--- src/rtl/core/fsf_pkg.sv ---
// ----------------------------------------------------------------------------
// fsf_pkg
// Shared types and constants for the FIR smoothing filter: field widths,
// coefficient reset values, sequencer states and the MAC control group.
// ----------------------------------------------------------------------------
package fsf_pkg;

    // Field widths
    localparam int SAMPLE_W  = 16;
    localparam int COEF_W    = 16;
    localparam int PROD_W    = SAMPLE_W + COEF_W;

    // Coefficient register file
    localparam int NUM_COEF  = 8;
    localparam int CIDX_W    = 3;
    localparam int CFG_IDX_W = 4;

    // Default number of taps in use
    localparam int TAPS_DEF  = 8;

    // Q1.14 fixed point: fraction bits and one half of an output LSB
    localparam int FRAC_BITS = 14;
    localparam int HALF_LSB  = 8192;

    // Reset value of coefficient k: unity on tap 0, zero elsewhere
    function automatic logic signed [COEF_W-1:0] coef_reset(input int k);
        logic signed [COEF_W-1:0] val;
        val = '0;
        if (k == 0)
        begin
            val = COEF_W'(16384);
        end
        return val;
    endfunction

    // Sequencer states
    typedef enum logic [1:0] {
        ST_IDLE,
        ST_MAC,
        ST_DRAIN,
        ST_ROUND
    } fsf_state_t;

    // Control group from the sequencer to the MAC unit
    typedef struct packed {
        logic clear;
        logic mul_en;
        logic acc_en;
    } mac_ctrl_t;

endpackage

--- src/rtl/core/fsf_sample_if.sv ---
// ----------------------------------------------------------------------------
// fsf_sample_if
// Valid/ready channel that carries one signed ECG sample per item.
// ----------------------------------------------------------------------------
interface fsf_sample_if
    import fsf_pkg::*;
();

    logic                       valid;
    logic                       ready;
    logic signed [SAMPLE_W-1:0] sample;

    modport source (output valid, output sample, input ready);
    modport sink   (input valid, input sample, output ready);

endinterface

--- src/rtl/core/fsf_filtered_if.sv ---
// ----------------------------------------------------------------------------
// fsf_filtered_if
// Valid/ready channel that carries one filtered sample per item.
// ----------------------------------------------------------------------------
interface fsf_filtered_if
    import fsf_pkg::*;
();

    logic                       valid;
    logic                       ready;
    logic signed [SAMPLE_W-1:0] filtered;

    modport source (output valid, output filtered, input ready);
    modport sink   (input valid, input filtered, output ready);

endinterface

--- src/rtl/core/fsf_mac.sv ---
// ----------------------------------------------------------------------------
// fsf_mac
// Shared multiply-accumulate unit: one registered 16x16 signed product per
// cycle when enabled, summed into a wide accumulator on the next cycle.
// ----------------------------------------------------------------------------
module fsf_mac
    import fsf_pkg::*;
#(
    parameter int ACC_W = PROD_W + 3
)
(
    input  logic                     clk,
    input  logic                     rst_n,
    input  mac_ctrl_t                ctrl,
    input  logic signed [COEF_W-1:0]   coef,
    input  logic signed [SAMPLE_W-1:0] operand,
    output logic signed [ACC_W-1:0]    acc
);

    logic signed [PROD_W-1:0] prod_reg;
    logic signed [ACC_W-1:0]  acc_reg;

    // Register the product before it reaches the adder
    always_ff @(posedge clk)
    begin
        if (ctrl.mul_en)
        begin
            prod_reg <= coef * operand;
        end
    end

    // Clear at the start of an item, then add one product per acc_en cycle
    always_ff @(posedge clk or negedge rst_n)
    begin
        if (!rst_n)
        begin
            acc_reg <= '0;
        end
        else if (ctrl.clear)
        begin
            acc_reg <= '0;
        end
        else if (ctrl.acc_en)
        begin
            acc_reg <= acc_reg + ACC_W'(prod_reg);
        end
    end

    assign acc = acc_reg;

endmodule

--- src/rtl/core/fir_smoothing_filter.sv ---
// ----------------------------------------------------------------------------
// fir_smoothing_filter
// Direct-form FIR smoothing filter for signed 16-bit ECG samples with
// programmable Q1.14 coefficients, round half away from zero, saturation.
// ----------------------------------------------------------------------------
// Each sample item runs through the sequencer states in order: an idle
// state in which the sample is accepted and captured, one pass per tap
// through the single shared 16x16 multiplier, a drain state to add the last
// product, and a round state to round, saturate, load the output register
// and shift the delay line. The input is ready only while the sequencer is
// idle; the output register lets the next sample be taken while a finished
// result still waits, and the round step holds only if the previous result
// has not been taken yet. Coefficients are written through the plain write
// port (index 0 to 7, other indexes ignored); the user must write them only
// while idle, as the block itself does not enforce it. Coefficients at or
// above TAPS are stored but have no effect.
// ----------------------------------------------------------------------------
module fir_smoothing_filter
    import fsf_pkg::*;
#(
    parameter int TAPS = TAPS_DEF
)
(
    input  logic                   clk,
    input  logic                   rst_n,
    fsf_sample_if.sink             smp,
    fsf_filtered_if.source         flt,
    input  logic                   cfg_we,
    input  logic [CFG_IDX_W-1:0]   cfg_index,
    input  logic [COEF_W-1:0]      cfg_data
);

    localparam int DLY_DEPTH  = (TAPS > 1) ? TAPS - 1 : 1;
    localparam int DLY_IDX_W  = (DLY_DEPTH > 1) ? $clog2(DLY_DEPTH) : 1;
    localparam int TAP_W      = (TAPS > 1) ? $clog2(TAPS) : 1;
    localparam int ACC_W      = PROD_W + ((TAPS > 1) ? $clog2(TAPS) : 0);
    localparam int RND_W      = ACC_W + 1;

    fsf_state_t state_reg, state_next;
    logic [TAP_W-1:0] tap_reg, tap_next;
    logic             last_tap;

    logic signed [COEF_W-1:0]   coef_reg [NUM_COEF];
    logic signed [SAMPLE_W-1:0] delay_reg [DLY_DEPTH];
    logic signed [SAMPLE_W-1:0] sample_reg;

    logic                       out_vld_reg;
    logic signed [SAMPLE_W-1:0] filtered_reg;

    logic                       in_fire;
    logic                       out_free;
    logic                       finish;
    mac_ctrl_t                  mac_ctrl;

    logic [CIDX_W-1:0]          coef_idx;
    logic [DLY_IDX_W-1:0]       dly_idx;
    logic signed [COEF_W-1:0]   mac_coef;
    logic signed [SAMPLE_W-1:0] mac_operand;
    logic signed [ACC_W-1:0]    acc;

    logic signed [RND_W-1:0]    rnd_sum;
    logic signed [RND_W-1:0]    rnd_q;
    logic [RND_W-SAMPLE_W:0]    rnd_top;
    logic signed [SAMPLE_W-1:0] sat_val;

    // Handshake qualifiers
    assign in_fire  = smp.valid && smp.ready;
    assign out_free = !out_vld_reg || flt.ready;
    assign last_tap = (tap_reg == TAP_W'(TAPS - 1));

    // Next state of the sequencer
    always_comb
    begin
        state_next = state_reg;
        tap_next   = tap_reg;
        unique case (state_reg)
            ST_IDLE:
            begin
                if (smp.valid)
                begin
                    state_next = ST_MAC;
                    tap_next   = '0;
                end
            end
            ST_MAC:
            begin
                if (last_tap)
                begin
                    state_next = ST_DRAIN;
                end
                else
                begin
                    tap_next = tap_reg + 1'b1;
                end
            end
            ST_DRAIN:
            begin
                state_next = ST_ROUND;
            end
            ST_ROUND:
            begin
                if (out_free)
                begin
                    state_next = ST_IDLE;
                end
            end
            default:
            begin
                state_next = ST_IDLE;
            end
        endcase
    end

    // Outputs of the sequencer
    always_comb
    begin
        smp.ready       = 1'b0;
        mac_ctrl.clear  = 1'b0;
        mac_ctrl.mul_en = 1'b0;
        mac_ctrl.acc_en = 1'b0;
        finish          = 1'b0;
        unique case (state_reg)
            ST_IDLE:
            begin
                smp.ready      = 1'b1;
                mac_ctrl.clear = 1'b1;
            end
            ST_MAC:
            begin
                mac_ctrl.mul_en = 1'b1;
                mac_ctrl.acc_en = (tap_reg != '0);
            end
            ST_DRAIN:
            begin
                mac_ctrl.acc_en = 1'b1;
            end
            ST_ROUND:
            begin
                finish = out_free;
            end
            default:
            begin
                smp.ready = 1'b0;
            end
        endcase
    end

    // Advance the sequencer
    always_ff @(posedge clk or negedge rst_n)
    begin
        if (!rst_n)
        begin
            state_reg <= ST_IDLE;
            tap_reg   <= '0;
        end
        else
        begin
            state_reg <= state_next;
            tap_reg   <= tap_next;
        end
    end

    // Write coefficient registers; drop indexes beyond the file
    always_ff @(posedge clk or negedge rst_n)
    begin
        if (!rst_n)
        begin
            for (int k = 0; k < NUM_COEF; k++)
            begin
                coef_reg[k] <= coef_reset(k);
            end
        end
        else if (cfg_we && (cfg_index < CFG_IDX_W'(NUM_COEF)))
        begin
            coef_reg[cfg_index[CIDX_W-1:0]] <= cfg_data;
        end
    end

    // Capture the new sample
    always_ff @(posedge clk)
    begin
        if (in_fire)
        begin
            sample_reg <= smp.sample;
        end
    end

    // Shift the sample into the delay line as the result is loaded
    always_ff @(posedge clk or negedge rst_n)
    begin
        if (!rst_n)
        begin
            for (int k = 0; k < DLY_DEPTH; k++)
            begin
                delay_reg[k] <= '0;
            end
        end
        else if (finish)
        begin
            delay_reg[0] <= sample_reg;
            for (int k = 1; k < DLY_DEPTH; k++)
            begin
                delay_reg[k] <= delay_reg[k-1];
            end
        end
    end

    // Select the operands of the current tap
    assign coef_idx    = CIDX_W'(tap_reg);
    assign dly_idx     = DLY_IDX_W'(tap_reg - 1'b1);
    assign mac_coef    = coef_reg[coef_idx];
    assign mac_operand = (tap_reg == '0) ? sample_reg : delay_reg[dly_idx];

    fsf_mac #(
        .ACC_W (ACC_W)
    ) u_mac (
        .clk     (clk),
        .rst_n   (rst_n),
        .ctrl    (mac_ctrl),
        .coef    (mac_coef),
        .operand (mac_operand),
        .acc     (acc)
    );

    // Round half away from zero: add one half, less one on negative sums
    always_comb
    begin
        rnd_sum = RND_W'(acc) + RND_W'(HALF_LSB) - RND_W'(acc[ACC_W-1]);
        rnd_q   = rnd_sum >>> FRAC_BITS;
        rnd_top = rnd_q[RND_W-1:SAMPLE_W-1];
        if ((&rnd_top) || !(|rnd_top))
        begin
            sat_val = rnd_q[SAMPLE_W-1:0];
        end
        else if (rnd_q[RND_W-1])
        begin
            sat_val = {1'b1, {(SAMPLE_W-1){1'b0}}};
        end
        else
        begin
            sat_val = {1'b0, {(SAMPLE_W-1){1'b1}}};
        end
    end

    // Hold the result until it is taken
    always_ff @(posedge clk or negedge rst_n)
    begin
        if (!rst_n)
        begin
            out_vld_reg <= 1'b0;
        end
        else if (finish)
        begin
            out_vld_reg <= 1'b1;
        end
        else if (flt.ready)
        begin
            out_vld_reg <= 1'b0;
        end
    end

    always_ff @(posedge clk)
    begin
        if (finish)
        begin
            filtered_reg <= sat_val;
        end
    end

    assign flt.valid    = out_vld_reg;
    assign flt.filtered = filtered_reg;

    // An accepted item starts the tap sweep at tap 0
    a_start: assert property (@(posedge clk) disable iff (!rst_n)
        in_fire |=> (state_reg == ST_MAC) && (tap_reg == '0))
        else $error("tap sweep did not start after an accepted item");

    // The last tap hands over to the final accumulate
    a_drain: assert property (@(posedge clk) disable iff (!rst_n)
        (state_reg == ST_MAC) && last_tap |=> (state_reg == ST_DRAIN))
        else $error("sequencer skipped the final accumulate");

    // A new result appears only out of the round step
    a_load: assert property (@(posedge clk) disable iff (!rst_n)
        $rose(out_vld_reg) |-> ($past(state_reg) == ST_ROUND))
        else $error("result loaded outside the round step");

    // No new item is taken while the sequencer is in the drain state
    a_busy: assert property (@(posedge clk) disable iff (!rst_n)
        (state_reg == ST_DRAIN) |-> !smp.ready)
        else $error("input ready while an item is in progress");

endmodule
--- src/flat_wrapper.sv ---
// flat-port wrapper written by rule: the top's interface ports become plain ports
module fir_smoothing_filter_flat import fsf_pkg::*;
#(
    parameter int TAPS = TAPS_DEF
)
  (clk, rst_n, cfg_we, cfg_index, cfg_data, smp_valid, smp_sample, smp_ready, flt_valid, flt_filtered, flt_ready);
  fsf_sample_if smp_i ();
  fsf_filtered_if flt_i ();
  input  logic clk;
  input  logic rst_n;
  input  logic cfg_we;
  input  logic [CFG_IDX_W-1:0] cfg_index;
  input  logic [COEF_W-1:0] cfg_data;
  input wire logic [$bits(smp_i.valid)-1:0] smp_valid;
  input wire logic [$bits(smp_i.sample)-1:0] smp_sample;
  output wire logic [$bits(smp_i.ready)-1:0] smp_ready;
  output wire logic [$bits(flt_i.valid)-1:0] flt_valid;
  output wire logic [$bits(flt_i.filtered)-1:0] flt_filtered;
  input wire logic [$bits(flt_i.ready)-1:0] flt_ready;
  assign smp_i.valid = smp_valid;
  assign smp_i.sample = smp_sample;
  assign smp_ready = smp_i.ready;
  assign flt_valid = flt_i.valid;
  assign flt_filtered = flt_i.filtered;
  assign flt_i.ready = flt_ready;
  fir_smoothing_filter #(.TAPS(TAPS)) u_core (.clk(clk), .rst_n(rst_n), .smp(smp_i), .flt(flt_i), .cfg_we(cfg_we), .cfg_index(cfg_index), .cfg_data(cfg_data));
endmodule
--- config.mk ---
export PLATFORM = sky130hd
export DESIGN_NAME = fir_smoothing_filter_flat
export DESIGN_NICKNAME = d
export VERILOG_FILES = /design/src/rtl/core/fsf_pkg.sv /design/src/rtl/core/fsf_sample_if.sv /design/src/rtl/core/fsf_filtered_if.sv /design/src/rtl/core/fsf_mac.sv /design/src/rtl/core/fir_smoothing_filter.sv /design/src/flat_wrapper.sv
export SDC_FILE = /design/constraint.sdc
export NUM_CORES = 1
export LEC_CHECK = 0
export ABC_AREA = 0
export ABC_CLOCK_PERIOD_IN_PS = 11400
export BUFFER_PORTS_ARGS = -buffer_cell sky130_fd_sc_hd__buf_2
export CELL_PAD_IN_SITES_DETAIL_PLACEMENT = 0
export CELL_PAD_IN_SITES_GLOBAL_PLACEMENT = 1
export CORE_ASPECT_RATIO = 0.75
export CORE_UTILIZATION = 52
export DETAILED_ROUTE_END_ITERATION = 8
export PLACE_DENSITY = 0.86
export SKIP_CTS_REPAIR_TIMING = 1
export SLEW_MARGIN = 25
export SYNTH_ARGS = -nofsm -noshare
export SYNTH_HDL_FRONTEND = slang
export SYNTH_SLANG_ARGS = --single-unit
--- constraint.sdc ---
create_clock -name clk -period 11.4 [get_ports clk]
set_input_delay 2.28 -clock clk [delete_from_list [all_inputs] [get_ports clk]]
set_output_delay 2.28 -clock clk [all_outputs]
set_load 0.1 [all_outputs]
==> out/qor.csv, run 1 <==
stage,metric,value,unit
worst_setup_path,WS Path Type,reg2reg,
clocking,total CTS buffers,40,
grt,first-pass GRT wire length,107000,um
synth,top post-synthesis cells by area,"dfrtp_1 (25%), fa_1 (19%), mux2_2 (11%), ha_1 (7.1%), edfxtp_1 (6.9%)",
placed_design,# port buffers,58,
grt,initial antenna violation count,1,
finish,FILL cells,4389,
floorplan,total core area,52100,um2
sta,Slew headroom,34.1,%
synth,Adder-Cell Fraction of Synth Area,26.2,%
job,Max-cap violations,0,
outcome,outcome,completed,
floorplan,Rows,72,
synth,Synth Area in XOR/XNOR,2.47,%
synth,Synthesis Warnings,0,
sta,"Hold Vio Cnt, Final",0,
routing,number of vias per cell,5.67,
finish,Final #Nets,3059,
placed_design,Placed Instances,3256,
floorplan,I/O pins,59,
floorplan,die area,54200,um2
routing,drt wl/cell,19.1,um
synth,Main synth FF type,dfrtp_1,
grt,Total GRT Usage,25.0,%
clocking,largest buffer count on any clock path,3,
synth,Synth top area share,25.3,%
clocking,CTS root buf,clkbuf_16,
synth,Synth Area in Compound Gates,7.76,%
worst_setup_path,R2R cell count,24,
placed_design,DP Wirelength,47300,um
floorplan,die extent in x,268,um
finish,fin cells,3332,
finish,FF+latch area,8960,um2
clocking,Skew-Pair Late Insertion Delay,0.57,ns
finish,# diodes,0,
routing,post-route ant nets,0,
synth,"Avg Cell Area, Syn",10.9,um2
finish,max reg flops,128,
sta,RSZ-0062 raised after global routing,false,
worst_setup_path,critical-path maximum fanout,34,
synth,Post-Syn Area,27700,um2
sta,count of pins over their slew limit,0,
synth,most instantiated cells after synthesis,"inv_1 (387), dfrtp_1 (280), mux2_2 (273)",
synth,Post-synth EDFFs,64,
finish,area of the multi-input gates,17100,um2
synth,#FFs+latches synth,345,
floorplan,Initial Util,53.2,%
routing,initial drt markers,1382,
synth,mux cell area share after synthesis,15.7,%
synth,largest family of logic cells by synthesized area,adder cells,
worst_setup_path,Worst setup EP type,register,
synth,cells after synthesis,2532,
finish,Final Util,58.4,%
worst_setup_path,CP Launch Type,register,
hold_path,Hold Path Class,reg2reg,
routing,via count,18887,
clocking,"Clk pin slew, worst setup/hold paths",0.06,ns
grt,vias in the first global route,20274,
routing,DR DRC count,0,
sta,Final Cycle Share,82.6,%
clocking,CTS tree,done,
synth,"Seq/Total Area, Yosys",32.3,%
finish,Layout area overhead,9.86,%
sta,Max Freq,106,MHz
routing,1st-pass router iterations,6,
placed_design,Placer Congestion,0.960,
grt,grt ovf,0,
worst_setup_path,"Arr. time, crit path",9.72,ns
synth,largest area contributor in the netlist,dfrtp_1,
synth,post-synth cell types,78,
grt,largest net degree at the start of global routing,190,
synth,simple-gate share of the synthesized area,9.10,%
synth,syn nets,2994,
clocking,H-tree levels,2,
synth,cell with the most instances after synthesis,inv_1,
worst_setup_path,Critical Path RT,11.70,ns
clocking,Clock Sinks,345,
routing,WL final,63500,um
sta,Final min period,9.42,ns
sta,Final setup viols,0,
hold_path,hold depth,1,
sta,Total Neg Setup Slack,0,ns
sta,skew final,0.0178,ns
floorplan,Die Y,202,um
finish,share of cells above drive strength 1,20.3,%
sta,worst-margin pin slew,0.988,ns
synth,asr flop ratio synth,81.4,%
[per-layer routing]
metal,share of wire (%),vias to the layer above,global-route usage [%]
li1,-,8616,-
met1,46,9708,36.6
met2,46,471,39.0
met3,6.1,92,4.23
met4,2.1,0,6.11
met5,0,-,0
[per-stage QoR]
stage / worst slack, ns / hold WS, ns / instance area [um2]
floorplan: 2.73 / 0.474 / 27700
global placement: 1.54 / 0.482 / 28900
detailed placement: 1.63 / 0.491 / 29000
CTS: 1.57 / 0.502 / 30400
global route: 1.54 / 0.512 / 30400
finish: 1.98 / 0.501 / 30400
[layout by cell type (no fill, tap or decap), drive strengths merged, types with 13 or more instances in the layout]
cell type,n
a21o,31
a21oi,99
a221oi,16
buf,105
clkbuf,52
clkinv,17
dfrtp,280
edfxtp,64
fa,263
ha,158
inv,389
mux2,273
mux2i,20
mux4,48
nand2,197
nand2b,36
nand3,26
nor2,193
nor3,26
o21a,32
o21ai,46
o21bai,13
o31ai,16
or3,13
xnor2,58
xor2,20
[area by class of cell]
type | instances | share of cell area (%)
multi-input cells | 1718 | 56.1
flip-flops and latches | 345 | 29.5
clock inverters | 22 | 0.671
inverters | 387 | 4.78
well taps | 703 | 2.89
repair buffers | 105 | 2.33
clock buffers | 52 | 3.81
[cell families (layout without fill, tap and decap cells)]
family | count (synthesis) | after routing
multiplexers | 341 | 341
AND/OR/NAND/NOR | 562 | 562
adder cells (fa/ha/maj) | 421 | 421
XOR/XNOR | 78 | 78
flip-flops | 345 | 345
AO/OA/AOI/OAI | 316 | 316
buffers and inverters | 469 | 566
[worst paths after layout]
check	end	startpoint	slack (ns)
max in group asynchronous	u_core.coef_reg[93]	rst_n	8.19
worst max register to register	u_core.u_mac.prod_reg[31]	u_core.coef_idx[0]	1.98
min in group asynchronous	u_core.delay_reg[78]	rst_n	1.74
worst min register to register	u_core.coef_reg[103]	u_core.coef_reg[103]	0.50
worst max-delay path	u_core.u_mac.prod_reg[31]	u_core.coef_idx[0]	1.98
worst min-delay path	u_core.coef_reg[103]	u_core.coef_reg[103]	0.50
[worst max-delay path, cell delays in order (launching register included)]
cell and delay, ns:
dfrtp_4 0.82, inv_1 0.21, ha_2 0.77, nor2_1 0.15, buf_4 0.24, a221oi_1 0.41
o31a_1 0.53, nor2_1 0.12, fa_1 0.76, fa_1 0.51, fa_1 0.51, fa_1 0.52
fa_1 0.49, inv_1 0.05, fa_1 0.48, inv_1 0.05, ha_1 0.42, nand4_1 0.21
nor2_1 0.19, nand2_1 0.07, o21ai_0 0.67, a31oi_1 0.29, o211ai_1 0.35, mux2i_1 0.22
nand4_1 0.09
Power of run 1 is left out: the tool's default activity adds up to more than one toggle a clock period on the data nets, which glitch-free logic cannot reach.
==> inputs of run 2 (changes only) <==
--- a/config.mk
+++ b/config.mk
@@ -6,7 +6,7 @@
 export NUM_CORES = 1
 export LEC_CHECK = 0
 export ABC_AREA = 0
-export ABC_CLOCK_PERIOD_IN_PS = 11400
+export ABC_CLOCK_PERIOD_IN_PS = 8700
 export BUFFER_PORTS_ARGS = -buffer_cell sky130_fd_sc_hd__buf_2
 export CELL_PAD_IN_SITES_DETAIL_PLACEMENT = 0
 export CELL_PAD_IN_SITES_GLOBAL_PLACEMENT = 1
==> constraint.sdc (replaced) <==
create_clock -name clk -period 8.7 [get_ports clk]
set_input_delay 1.74 -clock clk [delete_from_list [all_inputs] [get_ports clk]]
set_output_delay 1.74 -clock clk [all_outputs]
set_load 0.1 [all_outputs]
==> run 2 against run 1 <==
Via count is 0.19% higher. Worst hold slack worse by 0.0024 ns. Clock-buffer cell count fell by 1. Die area unchanged. Cell count about the same. Sequential cell count did not move. Clock skew decreased by 0.0045 ns. Wire length decreased by 3.6%. Critical endpoint is now u_core.u_mac.prod_reg[30].
==> out/qor.csv, run 2 (synthesis results as in run 1) <==
stage,metric,value,unit
sta,RSZ-0062 raised after global routing,false,
routing,initial drt markers,1268,
grt,initial antenna violation count,2,
placed_design,# port buffers,58,
worst_setup_path,Critical Path RT,9.00,ns
floorplan,Rows,72,
clocking,H-tree levels,2,
hold_path,Hold Path Class,reg2reg,
worst_setup_path,WS Path Type,reg2reg,
clocking,total CTS buffers,37,
placed_design,Placer Congestion,0.913,
grt,vias in the first global route,20233,
finish,Layout area overhead,9.21,%
job,Max-cap violations,0,
worst_setup_path,Worst setup EP type,register,
routing,WL final,61200,um
clocking,"Clk pin slew, worst setup/hold paths",0.06,ns
finish,share of cells above drive strength 1,20.0,%
grt,Total GRT Usage,24.2,%
sta,Slew headroom,30.4,%
floorplan,I/O pins,59,
worst_setup_path,Crit-path slowest cell,nor2b_2,
sta,"Hold Vio Cnt, Final",0,
routing,drt wl/cell,18.4,um
finish,most frequent cells in the layout,"inv_1 (387), dfrtp_1 (279), mux2_2 (273)",
routing,number of vias per cell,5.68,
clocking,largest buffer count on any clock path,3,
worst_setup_path,"Arr. time, crit path",8.56,ns
grt,grt ovf,0,
floorplan,total core area,52100,um2
finish,"commonest non-fill, non-tap cell in the layout",inv_1,
sta,skew final,0.0133,ns
grt,first-pass GRT wire length,104000,um
outcome,outcome,completed,
clocking,CTS root buf,clkbuf_16,
routing,post-route ant nets,0,
worst_setup_path,"Top cell by count, worst path",fa_1,
worst_setup_path,CP Buf/Inv Count,8,
clocking,Skew-Pair Late Insertion Delay,0.55,ns
sta,worst-margin pin slew,1.04,ns
sta,count of pins over their slew limit,0,
sta,Final Cycle Share,95.0,%
routing,DR DRC count,0,
clocking,CTS tree,done,
floorplan,Initial Util,53.2,%
placed_design,DP Wirelength,46500,um
sta,Max Freq,121,MHz
routing,1st-pass router iterations,7,
finish,max reg flops,128,
worst_setup_path,Top delay family on crit path,adder cells,
worst_setup_path,Worst path max stage delay,0.70,ns
worst_setup_path,critical-path maximum fanout,17,
sta,Final min period,8.27,ns
routing,via count,18922,
clocking,Clock Sinks,345,
floorplan,Die Y,202,um
floorplan,die area,54200,um2
sta,Total Neg Setup Slack,0,ns
grt,largest net degree at the start of global routing,182,
floorplan,die extent in x,268,um
sta,Final setup viols,0,
finish,Final #Nets,3063,
worst_setup_path,CP Launch Type,register,
==> run 2: cell count changes in the layout (fill, tap and decap cells not counted), moves of 2 or more <==
cell,before,now
buf_4,41,47
buf_6,2,5
buf_8,3,1
clkbuf_1,3,9
clkbuf_16,42,37
clkbuf_8,7,5
clkinv_1,2,0
clkinv_2,13,6
mux2i_1,17,20
mux2i_2,3,0
o31ai_2,4,7
o31ai_4,3,1
==> run 2: cell type report <==
class	instances	area [um2]
fillers	4367	21800
clock buffers	51	1030
multi-input cells	1718	17000
clock inverters	14	140
flip-flops and latches	345	8960
diodes	1	2.50
well taps	703	880
repair buffers	112	749
inverters	387	1450
==> run 2: final timing paths <==
kind / slack (ns) / cells past startpoint / endpoint / start
min in group asynchronous: 1.23 / 1 / u_core.delay_reg[30] / rst_n
max in group asynchronous: 6.02 / 2 / u_core.coef_reg[117] / rst_n
min: 0.50 / 1 / u_core.coef_reg[85] / u_core.coef_reg[85]
max: 0.43 / 30 / u_core.u_mac.prod_reg[30] / u_core.coef_idx[0]
max reg2reg: 0.43 / 30 / u_core.u_mac.prod_reg[30] / u_core.coef_idx[0]
min reg2reg: 0.50 / 1 / u_core.coef_reg[85] / u_core.coef_reg[85]
==> run 2: per-stage QoR <==
step	setup WS, ns	util, %	cells	hold slack [ns]	cell area, um2
after floorplan	0.0298	-	2532	0.474	27700
after global placement	0.389	55.7	3260	0.482	29000
after detailed placement	0.492	55.8	3264	0.488	29100
after CTS	0.457	58.0	3329	0.504	30200
after global routing	0.0967	58.1	3331	0.513	30200
final	0.433	58.1	3331	0.499	30200
==> run 2: worst register-to-register path, delay by kind of cell (launching register included) <==
family          cells  cell delay (ns)
compound gates      9             1.78
xor+xnor            1             0.14
fa+ha+maj           8             3.48
buf+inv             8             1.18
flops               1             0.49
simple gates        4             0.95
==> run 2: layer usage <==
layer | wire (um) | part of all wire, % | track usage, %
met1 | 27900 | 46 | 34.9
met2 | 28000 | 46 | 37.7
met3 | 4220 | 6.9 | 4.78
met4 | 1150 | 1.9 | 5.95
met5 | 10 | 0.016 | 0
Power of run 2 is left out for the same reason.
